## config.mk

```make
export PLATFORM = sky130hd
export DESIGN_NAME = stereo_linear_fade_out_unit_flat
export DESIGN_NICKNAME = d
export VERILOG_FILES = /design/src/sv/sfo_pkg.sv /design/src/sv/sfo_if.sv /design/src/sv/stereo_linear_fade_out_unit.sv /design/src/sv/sfo_apb.sv /design/src/sv/sfo_div.sv /design/src/sv/sfo_mul.sv /design/src/flat_wrapper.sv
export SDC_FILE = /design/constraint.sdc
export NUM_CORES = 1
export LEC_CHECK = 0
export BUFFER_PORTS_ARGS = -buffer_cell sky130_fd_sc_hd__buf_2
export CAP_MARGIN = 20
export CORE_MARGIN = 4
export CORE_UTILIZATION = 58
export CTS_CLUSTER_SIZE = 14
export DETAILED_ROUTE_END_ITERATION = 12
export PLACE_DENSITY = 0.84
export SYNTH_ARGS = -nofsm -noshare
export SYNTH_HDL_FRONTEND = slang
export SYNTH_SLANG_ARGS = --single-unit
```

## constraint.sdc

```tcl
create_clock -name i_clk -period 13.5 [get_ports i_clk]
set_clock_uncertainty 0.05 [all_clocks]
set_input_delay 0.675 -clock i_clk [delete_from_list [all_inputs] [get_ports i_clk]]
set_output_delay 0.675 -clock i_clk [all_outputs]
set_load 0.03 [all_outputs]
```

## src/sv/sfo_pkg.sv

```systemverilog
// shared types and constants for the stereo linear fade-out unit
package sfo_pkg;

    localparam int CNT_W  = 32;
    localparam int SMP_W  = 16;
    localparam int QUOT_W = 8;
    localparam int GAIN_W = QUOT_W + 1;
    localparam int STEP_W = $clog2(QUOT_W);
    localparam int DATA_W = 32;
    localparam int ADDR_W = 3;

    localparam logic [GAIN_W-1:0] GAIN_ONE  = GAIN_W'(256);
    localparam logic [CNT_W-1:0]  CFG_RESET = '1;

    typedef enum logic [0:0] {
        REG_FADE_START = 1'b0,
        REG_FADE_END   = 1'b1
    } t_reg_idx;

    typedef enum logic [1:0] {
        MODE_PASS,
        MODE_FADE,
        MODE_SILENT
    } t_mode;

    typedef enum logic [2:0] {
        ST_IDLE,
        ST_CHECK,
        ST_DIV,
        ST_MUL_L,
        ST_MUL_R,
        ST_OUT
    } t_state;

    typedef struct packed {
        logic [CNT_W-1:0] fade_start;
        logic [CNT_W-1:0] fade_end;
    } t_fade_cfg;

    typedef struct packed {
        logic               start;
        logic [CNT_W-1:0]   num;
        logic [CNT_W-1:0]   den;
    } t_div_req;

    typedef struct packed {
        logic               done;
        logic [QUOT_W-1:0]  quot;
    } t_div_rsp;

endpackage

```

## src/sv/sfo_if.sv

```systemverilog
// request channels for sample pairs in and faded pairs out
interface sfo_in_if;
    logic                               valid;
    logic                               ready;
    logic signed [sfo_pkg::SMP_W-1:0]   left_in;
    logic signed [sfo_pkg::SMP_W-1:0]   right_in;

    modport source (output valid, output left_in, output right_in, input ready);
    modport sink   (input valid, input left_in, input right_in, output ready);
endinterface

interface sfo_out_if;
    logic                               valid;
    logic                               ready;
    logic signed [sfo_pkg::SMP_W-1:0]   left_out;
    logic signed [sfo_pkg::SMP_W-1:0]   right_out;
    logic                               song_done;

    modport source (output valid, output left_out, output right_out,
                    output song_done, input ready);
    modport sink   (input valid, input left_out, input right_out,
                    input song_done, output ready);
endinterface

```

## src/sv/stereo_linear_fade_out_unit.sv

```systemverilog
// top level of the stereo linear fade-out unit
// One stereo pair is taken per request and one faded pair returned. A pair
// before fade_start or at/after fade_end passes the check state and then loads
// the output register once it is free; a pair inside the fade goes from the
// check state through the 8-step divider forming the gain and the single
// multiplier that scales left then right before it loads there. After the output
// register loads, the unit returns to idle and can accept the next pair. The input is not ready while
// a pair is in work; the output register lets the next pair enter while a
// result waits. Registers: fade_start at address 0, fade_end at address 4,
// both reset to all ones.
module stereo_linear_fade_out_unit (
    input  logic                        i_clk,
    input  logic                        i_rst_n,
    sfo_in_if.sink                      i_in,
    sfo_out_if.source                   o_out,
    input  logic                        psel,
    input  logic                        penable,
    input  logic                        pwrite,
    input  logic [sfo_pkg::ADDR_W-1:0]  paddr,
    input  logic [sfo_pkg::DATA_W-1:0]  pwdata,
    output logic [sfo_pkg::DATA_W-1:0]  prdata,
    output logic                        pready
);

    sfo_pkg::t_fade_cfg                 w_cfg;
    sfo_pkg::t_state                    r_state, n_state;
    sfo_pkg::t_mode                     r_mode, w_mode;
    sfo_pkg::t_div_req                  w_div_req;
    sfo_pkg::t_div_rsp                  w_div_rsp;

    logic [sfo_pkg::CNT_W-1:0]          r_count;
    logic signed [sfo_pkg::SMP_W-1:0]   r_left, r_right, r_res_l;
    logic signed [sfo_pkg::SMP_W-1:0]   w_mul_in, w_mul_out;
    logic [sfo_pkg::GAIN_W-1:0]         w_gain;

    logic                               r_out_valid;
    logic signed [sfo_pkg::SMP_W-1:0]   r_out_left, r_out_right;
    logic                               r_out_done;

    logic                               w_in_ready;
    logic                               w_div_start;
    logic                               w_sel_left;
    logic                               w_out_load;

    sfo_apb u_apb (
        .i_clk   (i_clk),
        .i_rst_n (i_rst_n),
        .psel    (psel),
        .penable (penable),
        .pwrite  (pwrite),
        .paddr   (paddr),
        .pwdata  (pwdata),
        .prdata  (prdata),
        .pready  (pready),
        .o_cfg   (w_cfg)
    );

    assign w_div_req.start = w_div_start;
    assign w_div_req.num   = r_count - w_cfg.fade_start;
    assign w_div_req.den   = w_cfg.fade_end - w_cfg.fade_start;

    sfo_div u_div (
        .i_clk   (i_clk),
        .i_rst_n (i_rst_n),
        .i_req   (w_div_req),
        .o_rsp   (w_div_rsp)
    );

    assign w_gain   = sfo_pkg::GAIN_ONE - {1'b0, w_div_rsp.quot};
    assign w_mul_in = w_sel_left ? r_left : r_right;

    sfo_mul u_mul (
        .i_clk    (i_clk),
        .i_sample (w_mul_in),
        .i_gain   (w_gain),
        .o_prod   (w_mul_out)
    );

    always_comb begin
        if (r_count < w_cfg.fade_start) begin
            w_mode = sfo_pkg::MODE_PASS;
        end else if (r_count >= w_cfg.fade_end) begin
            w_mode = sfo_pkg::MODE_SILENT;
        end else begin
            w_mode = sfo_pkg::MODE_FADE;
        end
    end

    // next state
    always_comb begin
        n_state = r_state;
        unique case (r_state)
            sfo_pkg::ST_IDLE: begin
                if (i_in.valid) n_state = sfo_pkg::ST_CHECK;
            end
            sfo_pkg::ST_CHECK: begin
                n_state = (w_mode == sfo_pkg::MODE_FADE) ? sfo_pkg::ST_DIV : sfo_pkg::ST_OUT;
            end
            sfo_pkg::ST_DIV: begin
                if (w_div_rsp.done) n_state = sfo_pkg::ST_MUL_L;
            end
            sfo_pkg::ST_MUL_L: n_state = sfo_pkg::ST_MUL_R;
            sfo_pkg::ST_MUL_R: n_state = sfo_pkg::ST_OUT;
            sfo_pkg::ST_OUT: begin
                if (!r_out_valid || o_out.ready) n_state = sfo_pkg::ST_IDLE;
            end
            default: n_state = sfo_pkg::ST_IDLE;
        endcase
    end

    // control outputs
    always_comb begin
        w_in_ready  = 1'b0;
        w_div_start = 1'b0;
        w_sel_left  = 1'b0;
        w_out_load  = 1'b0;
        unique case (r_state)
            sfo_pkg::ST_IDLE:  w_in_ready  = 1'b1;
            sfo_pkg::ST_CHECK: w_div_start = (w_mode == sfo_pkg::MODE_FADE);
            sfo_pkg::ST_DIV:   w_sel_left  = 1'b1;
            sfo_pkg::ST_MUL_L: w_sel_left  = 1'b1;
            sfo_pkg::ST_MUL_R: ;
            sfo_pkg::ST_OUT:   w_out_load  = !r_out_valid || o_out.ready;
            default: ;
        endcase
    end

    always_ff @(posedge i_clk) begin
        if (!i_rst_n) begin
            r_state     <= sfo_pkg::ST_IDLE;
            r_mode      <= sfo_pkg::MODE_PASS;
            r_count     <= '0;
            r_out_valid <= 1'b0;
        end else begin
            r_state <= n_state;
            if (r_state == sfo_pkg::ST_CHECK) r_mode <= w_mode;
            if (w_out_load) begin
                r_out_valid <= 1'b1;
                if (r_mode != sfo_pkg::MODE_SILENT) r_count <= r_count + 1'b1;
            end else if (o_out.ready) begin
                r_out_valid <= 1'b0;
            end
        end
    end

    always_ff @(posedge i_clk) begin
        if (w_in_ready && i_in.valid) begin
            r_left  <= i_in.left_in;
            r_right <= i_in.right_in;
        end
        if (r_state == sfo_pkg::ST_MUL_R) r_res_l <= w_mul_out;
        if (w_out_load) begin
            case (r_mode)
                sfo_pkg::MODE_FADE: begin
                    r_out_left  <= r_res_l;
                    r_out_right <= w_mul_out;
                    r_out_done  <= 1'b0;
                end
                sfo_pkg::MODE_SILENT: begin
                    r_out_left  <= '0;
                    r_out_right <= '0;
                    r_out_done  <= 1'b1;
                end
                default: begin
                    r_out_left  <= r_left;
                    r_out_right <= r_right;
                    r_out_done  <= 1'b0;
                end
            endcase
        end
    end

    assign i_in.ready      = w_in_ready;
    assign o_out.valid     = r_out_valid;
    assign o_out.left_out  = r_out_left;
    assign o_out.right_out = r_out_right;
    assign o_out.song_done = r_out_done;

endmodule

```

## src/sv/sfo_apb.sv

```systemverilog
// apb register file holding fade start and fade end
module sfo_apb (
    input  logic                        i_clk,
    input  logic                        i_rst_n,
    input  logic                        psel,
    input  logic                        penable,
    input  logic                        pwrite,
    input  logic [sfo_pkg::ADDR_W-1:0]  paddr,
    input  logic [sfo_pkg::DATA_W-1:0]  pwdata,
    output logic [sfo_pkg::DATA_W-1:0]  prdata,
    output logic                        pready,
    output sfo_pkg::t_fade_cfg          o_cfg
);

    sfo_pkg::t_fade_cfg r_cfg;
    sfo_pkg::t_reg_idx  w_idx;
    logic               w_wr;

    assign pready = 1'b1;
    assign w_idx  = sfo_pkg::t_reg_idx'(paddr[2]);
    assign w_wr   = psel && penable && pwrite;
    assign o_cfg  = r_cfg;

    always_ff @(posedge i_clk) begin
        if (!i_rst_n) begin
            r_cfg.fade_start <= sfo_pkg::CFG_RESET;
            r_cfg.fade_end   <= sfo_pkg::CFG_RESET;
        end else if (w_wr) begin
            unique case (w_idx)
                sfo_pkg::REG_FADE_START: r_cfg.fade_start <= pwdata;
                sfo_pkg::REG_FADE_END:   r_cfg.fade_end   <= pwdata;
                default: ;
            endcase
        end
    end

    always_comb begin
        unique case (w_idx)
            sfo_pkg::REG_FADE_START: prdata = r_cfg.fade_start;
            sfo_pkg::REG_FADE_END:   prdata = r_cfg.fade_end;
            default:                 prdata = '0;
        endcase
    end

endmodule

```

## src/sv/sfo_div.sv

```systemverilog
// restoring divider, one quotient bit per cycle, quotient known below 2^QUOT_W
module sfo_div (
    input  logic                i_clk,
    input  logic                i_rst_n,
    input  sfo_pkg::t_div_req   i_req,
    output sfo_pkg::t_div_rsp   o_rsp
);

    logic                           r_busy;
    logic                           r_done;
    logic [sfo_pkg::STEP_W-1:0]     r_step;
    logic [sfo_pkg::CNT_W-1:0]      r_rem;
    logic [sfo_pkg::CNT_W-1:0]      r_den;
    logic [sfo_pkg::QUOT_W-1:0]     r_quot;
    logic [sfo_pkg::CNT_W:0]        w_shift;
    logic                           w_ge;

    // remainder stays below the divisor, so the shifted value fits in one more bit
    assign w_shift = {r_rem, 1'b0};
    assign w_ge    = w_shift >= {1'b0, r_den};

    always_ff @(posedge i_clk) begin
        if (!i_rst_n) begin
            r_busy <= 1'b0;
            r_done <= 1'b0;
            r_step <= '0;
        end else begin
            r_done <= 1'b0;
            if (i_req.start) begin
                r_busy <= 1'b1;
                r_step <= '0;
            end else if (r_busy) begin
                r_step <= r_step + 1'b1;
                if (r_step == sfo_pkg::STEP_W'(sfo_pkg::QUOT_W - 1)) begin
                    r_busy <= 1'b0;
                    r_done <= 1'b1;
                end
            end
        end
    end

    always_ff @(posedge i_clk) begin
        if (i_req.start) begin
            r_rem  <= i_req.num;
            r_den  <= i_req.den;
            r_quot <= '0;
        end else if (r_busy) begin
            r_rem  <= w_ge ? sfo_pkg::CNT_W'(w_shift - {1'b0, r_den})
                           : w_shift[sfo_pkg::CNT_W-1:0];
            r_quot <= {r_quot[sfo_pkg::QUOT_W-2:0], w_ge};
        end
    end

    assign o_rsp.done = r_done;
    assign o_rsp.quot = r_quot;

endmodule

```

## src/sv/sfo_mul.sv

```systemverilog
// registered gain multiplier with arithmetic shift by 8, shared by both channels
module sfo_mul (
    input  logic                                i_clk,
    input  logic signed [sfo_pkg::SMP_W-1:0]    i_sample,
    input  logic        [sfo_pkg::GAIN_W-1:0]   i_gain,
    output logic signed [sfo_pkg::SMP_W-1:0]    o_prod
);

    localparam int PROD_W = sfo_pkg::SMP_W + sfo_pkg::GAIN_W + 1;

    logic signed [PROD_W-1:0]           w_prod;
    logic signed [sfo_pkg::SMP_W-1:0]   r_prod;

    assign w_prod = i_sample * $signed({1'b0, i_gain});

    always_ff @(posedge i_clk) begin
        r_prod <= w_prod[sfo_pkg::SMP_W+7:8];
    end

    assign o_prod = r_prod;

endmodule
```

## src/flat_wrapper.sv

```systemverilog
// flat-port wrapper written by rule: the top's interface ports become plain ports
module stereo_linear_fade_out_unit_flat 
  (i_clk, i_rst_n, psel, penable, pwrite, paddr, pwdata, prdata, pready, i_in_valid, i_in_left_in, i_in_right_in, i_in_ready, o_out_valid, o_out_left_out, o_out_right_out, o_out_song_done, o_out_ready);
  sfo_in_if i_in_i ();
  sfo_out_if o_out_i ();
  input  logic i_clk;
  input  logic i_rst_n;
  input  logic psel;
  input  logic penable;
  input  logic pwrite;
  input  logic [sfo_pkg::ADDR_W-1:0] paddr;
  input  logic [sfo_pkg::DATA_W-1:0] pwdata;
  output logic [sfo_pkg::DATA_W-1:0] prdata;
  output logic pready;
  input wire logic [$bits(i_in_i.valid)-1:0] i_in_valid;
  input wire logic [$bits(i_in_i.left_in)-1:0] i_in_left_in;
  input wire logic [$bits(i_in_i.right_in)-1:0] i_in_right_in;
  output wire logic [$bits(i_in_i.ready)-1:0] i_in_ready;
  output wire logic [$bits(o_out_i.valid)-1:0] o_out_valid;
  output wire logic [$bits(o_out_i.left_out)-1:0] o_out_left_out;
  output wire logic [$bits(o_out_i.right_out)-1:0] o_out_right_out;
  output wire logic [$bits(o_out_i.song_done)-1:0] o_out_song_done;
  input wire logic [$bits(o_out_i.ready)-1:0] o_out_ready;
  assign i_in_i.valid = i_in_valid;
  assign i_in_i.left_in = i_in_left_in;
  assign i_in_i.right_in = i_in_right_in;
  assign i_in_ready = i_in_i.ready;
  assign o_out_valid = o_out_i.valid;
  assign o_out_left_out = o_out_i.left_out;
  assign o_out_right_out = o_out_i.right_out;
  assign o_out_song_done = o_out_i.song_done;
  assign o_out_i.ready = o_out_ready;
  stereo_linear_fade_out_unit u_core (.i_clk(i_clk), .i_rst_n(i_rst_n), .i_in(i_in_i), .o_out(o_out_i), .psel(psel), .penable(penable), .pwrite(pwrite), .paddr(paddr), .pwdata(pwdata), .prdata(prdata), .pready(pready));
endmodule
```

==> out/qor.txt, run 1 <==
Status = complete, no violations
Final Hold Viols = 0
Highest Signal Layer = met4
Die H = 200 um
Main synth FF type = edfxtp_1
Register area share after synthesis = 0.327
Number of synthesized flops with an enable pin = 145
Initial DRC count = 1279
Post-synth ARST share = 0
Initial antenna violation count = 0
Cts hold-fix bufs = 0
Max-Cap Viols = 0
I/O pin count = 142
Met1 WL = 21.9 mm
Relative slew margins = 0.305
Postcts setup bufs = 0
DR WL met2 = 27.1 mm
Post-synth top cells = 319 x nand2_1, 256 x inv_1, 183 x ha_1
ANT cells = 0
Largest net degree at the start of global routing = 105
Share of the synthesized area in the top cell type = 0.204
Clock sinks = 276
Kind of end point of the critical path = flip-flop
HPWL Detailed = 41.3 mm
#FFs+latches synth = 276
Tcrit/Tclk final = 0.547
DRT antenna net count = 0
Area Overhead vs Synth = 9.87%
Share of cells above drive strength 1 = 0.102
Std cell rows = 70
Post-Route Setup TNS = 0 ns
Top-count cell post-synth = nand2_1
Pre-antenna DRT Iters = 6
Latest clock arrival within the worst-skew pair = 0.59 ns
CTS clk-pin slew, worst paths = 0.06 ns
Power density cells = 87.6 mW/mm^2
Leakage = 0.0110 uW
Vias/cell = 5.96
Unrepaired setup endpoints after global routing = no
Crit path required time = 13.91 ns
Clock root buffer = clkbuf_16
Final min period = 7.38 ns
DR vias = 17435
Global Route Usage Sum = 0.270
CP Max Fanout = 14
Met3 wire len = 3.25 mm
Hold_sp = i_in_left_in[13]
Max IR drop VDD = 0.118 mV
H-Tree Level Count = 1
Number of global-route vias before repair = 17527
Grt ovf = 0
Max-slew violations = 0
Final #Nets = 2809
Hold endpoint = u_core.r_left[13]
Reg2reg end = u_core.u_mul.o_prod[15]
Syn. warnings = 0
CP arrival = 7.79 ns
Post-CTS Resized = 0
Gp weighted congestion = 0.920
Fmax = 135 MHz
Overall routed net length = 54.6 mm
Yosys cell types = 82
Largest area contributor in the netlist = edfxtp_1
Syn Std Cell Area = 0.0214 sq mm
FF-to-FF path depth = 22
Syn Inst Count = 2325
First-pass GRT wire length = 87.9 mm
Core box area = 0.0364 sq mm
Setup slack, reg-to-reg = 6.12 ns
Bufs on Longest Clock Path = 3
Full die area = 0.0400 sq mm
Mean Syn Cell Area = 9.19 sq um
HP Class = in -> reg
Setup crit start kind = flip-flop
Finish-stage setup viols = 0
Worst r2r src = u_core.u_div.r_quot[0]
Starting Density = 0.586
Avg WL per Cell = 18.7 um
Fin area = 0.0235 sq mm
Worst hold stages = 1
CTS Buf Count = 31
Port Buffers = 138
Critical path type = reg -> reg
DRC Markers = 0
TritonCTS clock tree = yes
Top post-synthesis cells by area = edfxtp_1 20%, dfxtp_1 12%, fa_1 11%
DP Area = 0.0224 sq mm
Die width = 200 um
Syn nets = 2699
Worst-Margin Slew = 1.04 ns
[layout by cell type, fill, tap and decap left out, types with 36 or more instances in the layout]
| cell | n |
|---|---|
| and2_1 | 36 |
| buf_2 | 138 |
| mux2i_1 | 55 |
| inv_1 | 256 |
| fa_1 | 117 |
| o21ai_0 | 127 |
| o211ai_1 | 70 |
| a21oi_1 | 95 |
| a21o_1 | 43 |
| nor2_1 | 159 |
| xor2_1 | 37 |
| ha_1 | 183 |
| xnor2_1 | 97 |
| dfxtp_1 | 131 |
| edfxtp_1 | 145 |
| nand2_1 | 319 |
[kinds of logic after synthesis]
| logic type | after synthesis | synth area share |
|---|---|---|
| other | 1 | 0.000176 |
| xor gates and xnor gates | 134 | 0.0549 |
| and+or+nand+nor | 711 | 0.152 |
| adders and majority gates | 300 | 0.217 |
| DFF | 276 | 0.327 |
| AOI/OAI and AO/OA | 493 | 0.151 |
| buffers and inverters | 337 | 0.0627 |
| muxes | 73 | 0.0357 |
[where the power goes]
| part | internal [uW] | switching (uW) | total [uW] |
|---|---|---|---|
| registers | 922 | 17.4 | 939 |
| logic | 104 | 183 | 287 |
| clock network | 481 | 348 | 829 |
| total | 1510 | 548 | 2060 |
[registers in the layout (all words and copies together), names as in the netlist]
register and flops:
u_core.u_div.r_quot 8, u_core.u_div.r_rem 32, u_core.r_count 32, u_core.o_out.right_out 16
u_core.u_div.r_busy 1, u_core.u_div.r_step 3, u_core.o_out.song_done 1, u_core.o_out.left_out 16
u_core.r_res_l 16, u_core.r_left 16, u_core.r_right 16, u_core.u_apb.o_cfg 64
u_core.o_out.valid 1, u_core.r_state 3, u_core.r_mode 2, u_core.u_div.r_done 1
u_core.u_mul.o_prod 16, u_core.u_div.r_den 32
[worst max-delay path by stage]
stage	startpoint	to	slack [ns]
after floorplan	u_core.u_div.r_quot[0]	u_core.u_mul.o_prod[15]	6.91
after global placement	u_core.u_div.r_quot[0]	u_core.u_mul.o_prod[15]	6.39
after detailed placement	u_core.u_div.r_quot[0]	u_core.u_mul.o_prod[15]	6.24
after CTS	u_core.u_div.r_quot[0]	u_core.u_mul.o_prod[15]	6.22
after global routing	u_core.u_div.r_quot[0]	u_core.u_mul.o_prod[15]	5.74
final	u_core.u_div.r_quot[0]	u_core.u_mul.o_prod[15]	6.12
[critical path, stage by stage (launching register included)]
cell and delay [ns]:
dfxtp_1 0.50, inv_1 0.40, ha_1 0.37, nand2_1 0.14, xnor2_1 0.83, nor2_1 0.15
fa_1 0.60, fa_1 0.45, fa_1 0.53, fa_1 0.56, inv_1 0.06, fa_1 0.53
inv_1 0.05, ha_1 0.34, o21ai_0 0.18, nand2b_1 0.10, a21o_1 0.18, a21oi_1 0.19
a31oi_2 0.08, and3_1 0.29, nor3_2 0.35, nor3_1 0.10, nand4b_1 0.20
[area by class of cell]
cell class              count  area, sq um
multi-input cells        1712        13100
fillers                  2919        13000
flip-flops and latches    276         6980
inverters                 256          961
clock buffers              51          955
repair buffers            158          873
well taps                 468          586
clock inverters             6         38.8
[stage by stage]
step	instances	utilization	hold WS (ns)	setup slack, ns	power, uW
floorplan	2325	-	0.358	6.91	1150
global placement	2867	0.615	0.366	6.39	1230
detailed placement	2867	0.615	0.369	6.24	1240
CTS	2924	0.643	0.176	6.22	2070
global route	2927	0.644	0.193	5.74	2130
finish	2927	0.644	0.209	6.12	2060
[per-layer routing]
metal	vias up	GRT usage
met5	-	0
met4	0	0.105
met3	162	0.0406
met2	605	0.474
met1	8466	0.339
li1	8202	-
Power figures use the tool's default switching activity.
==> inputs of run 2 (changes only) <==
Clock period 13.5 ns to 6.9 ns, I/O delays scaled along.
==> run 2 against run 1 <==
Global-route usage is 0.77 points higher. Worst setup slack worse by 5.8 ns. Total power is 100% higher. Critical path depth stayed put. Die area stayed put. Via count is 1.2% higher. Worst hold slack better by 0.078 ns. Sequential share of layout area is 1.1 points lower. Wire length is 3.3% higher. Highest routed layer unchanged.
==> out/qor.txt, run 2 (synthesis results as in run 1) <==
Avg WL per Cell = 18.8 um
Critical path type = reg -> reg
Max-slew violations = 0
Final Hold Viols = 0
Starting Density = 0.586
Postcts setup bufs = 0
Post-Route Setup TNS = 0 ns
Number of flip-flops in the largest register = 64
Hold_sp = i_in_valid
DRC Markers = 0
Worst hold stages = 4
Initial DRC count = 1348
Latest clock arrival within the worst-skew pair = 0.58 ns
Pre-antenna DRT Iters = 5
FF-to-FF path depth = 22
Grt ovf = 0
Setup slack, reg-to-reg = 0.34 ns
Power density cells = 173 mW/mm^2
Most frequent cells in the layout = 319 x nand2_1, 256 x inv_1, 183 x ha_1, 159 x nor2_1, 145 x edfxtp_1
DRT antenna net count = 0
Clock power frac = 0.420
Kind of end point of the critical path = flip-flop
Status = complete, no violations
Full die area = 0.0400 sq mm
Worst-Margin Slew = 1.10 ns
Leakage = 0.0114 uW
TritonCTS clock tree = yes
Tcrit/Tclk final = 0.951
Max IR drop VDD = 0.212 mV
Placed cells = 2883
Vias/cell = 5.87
Largest net degree at the start of global routing = 105
Final #Nets = 2888
ANT cells = 0
Final min period = 6.56 ns
Relative slew margins = 0.267
Clock sinks = 276
Initial antenna violation count = 0
Reg2reg end = u_core.u_mul.o_prod[15]
Bufs on Longest Clock Path = 3
Port Buffers = 138
I/O pin count = 142
Unrepaired setup endpoints after global routing = no
Commonest non-fill, non-tap cell in the layout = nand2_1
DR vias = 17651
Fmax = 152 MHz
First-pass GRT wire length = 90.2 mm
Die H = 200 um
Clock root buffer = clkbuf_16
Net Sw Power = 1110 uW
Gp weighted congestion = 0.910
Hold endpoint = u_core.r_state[0]
Sw Ratio = 0.264
Overall routed net length = 56.4 mm
Comb pwr share = 0.142
Worst r2r src = u_core.u_div.r_quot[1]
Setup crit start kind = flip-flop
CTS clk-pin slew, worst paths = 0.06 ns
CTS Buf Count = 31
Core box area = 0.0364 sq mm
Area Overhead vs Synth = 14.0%
HPWL Detailed = 41.4 mm
Die width = 200 um
Max-Cap Viols = 0
Std cell rows = 70
Finish-stage setup viols = 0
CP Max Fanout = 7
Internal power = 3100 uW
HP Class = in -> reg
Number of global-route vias before repair = 17807
Share of cells above drive strength 1 = 0.109
Non-Filler Instances = 3006
Reg power frac = 0.437
Crit path required time = 7.30 ns
H-Tree Level Count = 1
CP arrival = 6.97 ns
Global Route Usage Sum = 0.278
-- run 2: cell types whose count changed in the layout (fill, tap and decap cells not counted), sizes merged --
cell / previous run / this run
buf: 158 / 173
bufinv: 0 / 3
clkbuf: 51 / 44
clkinv: 4 / 9
dlygate4sd3: 0 / 64
inv: 258 / 257
-- run 2: power by group through the flow --
| stage | Clock, uW | Sequential [uW] | Combinational (uW) |
|---|---|---|---|
| finish | 1770 | 1840 | 599 |
| global route | 1850 | 1840 | 650 |
| CTS | 1780 | 1840 | 585 |
| detailed placement | 0 | 1870 | 549 |
| global placement | 0 | 1870 | 535 |
| floorplan | 0 | 1870 | 368 |
-- run 2: worst max-delay path, stage by stage, from the launching register on --
cell,delay (ns)
dfxtp_1,0.35
inv_1,0.12
ha_1,0.32
nand2_1,0.15
xnor2_1,0.54
nor2_1,0.14
fa_1,0.59
fa_1,0.48
fa_1,0.53
fa_1,0.55
inv_1,0.05
fa_1,0.53
inv_1,0.04
ha_1,0.33
o21ai_0,0.21
nand2b_1,0.10
a21o_1,0.19
a21oi_1,0.18
a31oi_2,0.09
and3_1,0.28
nor3_2,0.33
nor3_1,0.09
nand4b_1,0.19
-- run 2: what timing repair did --
item                                   CTS  global route
hold buffers                            64             0
endpoints found under the hold margin   95             0
resized for setup                        0             0
-- run 2: layer usage --
metal  wire length (um)  vias to the layer above  share of wire  track usage
met5                  0                        -              0            0
met1              22500                     8474           0.40        0.349
li1                   -                     8358              -            -
met4               2360                        0          0.042        0.103
met2              28000                      654           0.50        0.490
met3               3530                      165          0.063       0.0410
-- run 2: per-stage QoR --
step | total power [uW] | setup slack, ns | hold slack [ns] | instance area [sq um] | util
CTS | 4210 | 0.376 | 0.201 | 24300 | 0.667
global placement | 2400 | 0.573 | 0.364 | 22600 | 0.619
finish | 4200 | 0.336 | 0.288 | 24400 | 0.668
detailed placement | 2420 | 0.431 | 0.375 | 22600 | 0.619
floorplan | 2240 | 0.312 | 0.358 | 21400 | -
global route | 4340 | 0.0206 | 0.276 | 24400 | 0.668
-- run 2: how the worst max path moves through the flow --
stage | cells after the start | startpoint | endpoint | slack (ns)
6_report | 22 | u_core.u_div.r_quot[1] | u_core.u_mul.o_prod[15] | 0.34
3_5_place_dp | 22 | u_core.u_div.r_quot[1] | u_core.u_mul.o_prod[15] | 0.43
4_1_cts | 22 | u_core.u_div.r_quot[1] | u_core.u_mul.o_prod[15] | 0.38
3_3_place_gp | 21 | u_core.u_div.r_quot[2] | u_core.u_mul.o_prod[15] | 0.57
5_1_grt | 22 | u_core.u_div.r_quot[1] | u_core.u_mul.o_prod[10] | 0.02
2_1_floorplan | 25 | u_core.u_div.r_quot[0] | u_core.u_mul.o_prod[15] | 0.31
-- run 2: layout make-up --
type | count | area (sq um)
tap | 468 | 586
clock buffer | 44 | 946
inverter | 256 | 961
timing repair buffer | 237 | 1650
fill | 2751 | 12100
clock inverter | 13 | 146
sequential | 276 | 6980
multi-input combinational | 1712 | 13100
==> inputs of run 3 (changes only) <==
Settings changed: PLACE_DENSITY 0.84 to 0.74, SLEW_MARGIN from default to 20.
==> run 3 against run 2 <==
Fmax fell by 0.18%. First-iteration DRC count is 0.96% higher. Highest routed layer unchanged. Wire length fell by 2.2%. Largest power group is now clock. Critical path depth is the same. Worst hold slack lost 0.16 ns. Register-to-register slack barely moved.
==> out/qor.txt, run 3 (synthesis results as in run 1) <==
Status = complete, no violations
Clock root buffer = clkbuf_16
Register Area = 0.00698 sq mm
Final min period = 6.58 ns
Latest clock arrival within the worst-skew pair = 0.60 ns
Avg WL per Cell = 18.4 um
Setup ws final = 0.324 ns
Global Route Usage Sum = 0.279
Max-Cap Viols = 0
Number of global-route vias before repair = 17409
Setup crit start kind = flip-flop
Crit path top cell by count = fa_1
CP arrival = 6.98 ns
Postcts setup bufs = 0
Tcrit/Tclk final = 0.953
Final Hold Viols = 0
Max-slew violations = 0
Hold_sp = i_rst_n
CP Cell Sequence = inv_1, ha_1, nor3b_2, xor2_2, nor2_1, fa_1, fa_1, fa_1, fa_1, inv_1, fa_1, inv_1, ha_1, o21ai_0, nand2b_1, a21o_1, a21oi_1, a31oi_2, and3_1, nor3_2, nor3_1, nand4b_1
First-pass GRT wire length = 90.0 mm
Bufs and invs on worst path = 3
Std cell rows = 70
TritonCTS clock tree = yes
DRT antenna net count = 0
Die width = 200 um
Worst hold stages = 2
Worst-Margin Slew = 0.911 ns
Internal power = 3180 uW
Core box area = 0.0364 sq mm
FF-to-FF path depth = 22
Initial antenna violation count = 0
Area Overhead vs Synth = 14.1%
Grt ovf = 0
Commonest non-fill, non-tap cell in the layout = nand2_1
Hold endpoint = u_core.u_apb.o_cfg[61]
CTS Buf Count = 31
Leakage = 0.0114 uW
Hold slack final = 0.123 ns
# fillers = 2879
CTS clk-pin slew, worst paths = 0.07 ns
Sw Ratio = 0.260
I/O pin count = 142
HP Class = in -> reg
Bufs on Longest Clock Path = 3
DR vias = 17319
Worst r2r src = u_core.u_div.r_quot[0]
Pre-antenna DRT Iters = 6
HPWL Detailed = 42.4 mm
Number of flip-flops in the largest register = 64
Initial DRC count = 1361
Critical path's top delay family = adder cells
Setup slack, reg-to-reg = 0.32 ns
Kind of end point of the critical path = flip-flop
Max IR drop VDD = 0.190 mV
Largest net degree at the start of global routing = 87
Final #Nets = 2888
Overall routed net length = 55.2 mm
Share of cells above drive strength 1 = 0.110
Full die area = 0.0400 sq mm
Most frequent cells in the layout = 319 x nand2_1, 256 x inv_1, 183 x ha_1, 159 x nor2_1, 145 x edfxtp_1
Clock sinks = 276
Critical path type = reg -> reg
Multi-input logic area = 0.0131 sq mm
ANT cells = 0
Vias/cell = 5.76
Starting Density = 0.586
Power density cells = 176 mW/mm^2
DRC Markers = 0
Finish-stage setup viols = 0
Reg2reg end = u_core.u_mul.o_prod[15]
H-Tree Level Count = 1
Comb pwr share = 0.138
Relative slew margins = 0.384
Placed cells = 2885
Crit path required time = 7.30 ns
Fmax = 152 MHz
CP Max Fanout = 7
Clock power frac = 0.434
Reg power frac = 0.428
Gp weighted congestion = 0.884
Port Buffers = 138
DP Worst Slack = 0.302 ns
Non-Filler Instances = 3007
Crit-path max cell delay = 0.54 ns
Net Sw Power = 1120 uW
Die H = 200 um
Slowest CP cell = fa_1
==> run 3: cell count changes in the layout (fill, tap and decap cells not counted), sizes merged <==
| cell | before | now |
|---|---|---|
| bufinv | 3 | 7 |
| clkbuf | 44 | 41 |
| clkinv | 9 | 6 |
| clkinvlp | 0 | 3 |
==> run 3: layout make-up <==
cell class | count | area share
tap | 468 | 0.0240
multi-input combinational | 1712 | 0.538
timing repair buffer | 237 | 0.0654
sequential | 276 | 0.286
clock inverter | 17 | 0.0117
clock buffer | 41 | 0.0355
inverter | 256 | 0.0394
==> run 3: how the worst max path moves through the flow <==
stage,startpoint,end,slack [ns],cells after the start
floorplan,u_core.u_div.r_quot[0],u_core.u_mul.o_prod[15],0.31,25
global placement,u_core.u_div.r_quot[0],u_core.u_mul.o_prod[15],0.45,23
detailed placement,u_core.u_div.r_quot[0],u_core.u_mul.o_prod[15],0.30,22
CTS,u_core.u_div.r_quot[0],u_core.u_mul.o_prod[15],0.26,22
global route,u_core.u_div.r_quot[2],u_core.u_mul.o_prod[15],-0.004,24
finish,u_core.u_div.r_quot[0],u_core.u_mul.o_prod[15],0.32,22
==> run 3: layer usage <==
metal,vias to the layer above,share of wire,GRT usage
li1,8357,-,-
met1,8387,0.44,0.391
met2,503,0.47,0.462
met3,72,0.071,0.0532
met4,0,0.018,0.0506
met5,-,0,0
==> run 3: metrics by stage <==
stage          cell area [sq um]  TNS (ns)  power [uW]   util
2_1_floorplan              21400         0        2240      -
3_3_place_gp               22600         0        2410  0.619
3_5_place_dp               22600         0        2420  0.619
4_1_cts                    24300         0        4300  0.668
5_1_grt                    24400  -0.00437        4440  0.669
6_report                   24400         0        4290  0.669
==> run 3: what timing repair did <==
action                     CTS  global route
resized for setup            0             6
hold endpoints to repair    96             0
setup endpoints to repair    0             5
hold buffers                64             0
==> run 3: power by group through the flow <==
stage	clock network (uW)	registers [uW]	logic [uW]
2_1_floorplan	0	1870	368
3_5_place_dp	0	1870	549
5_1_grt	1950	1840	650
3_3_place_gp	0	1870	537
6_report	1860	1840	591
4_1_cts	1880	1840	582
==> run 3: worst register-to-register path: cells and delay by family, from the launching register on <==
kind	cells	cell delay [ns]
fa+ha+maj	7	3.20
simple gates	7	1.55
compound gates	4	0.68
flops	1	0.39
xor+xnor	1	0.36
buf+inv	3	0.20
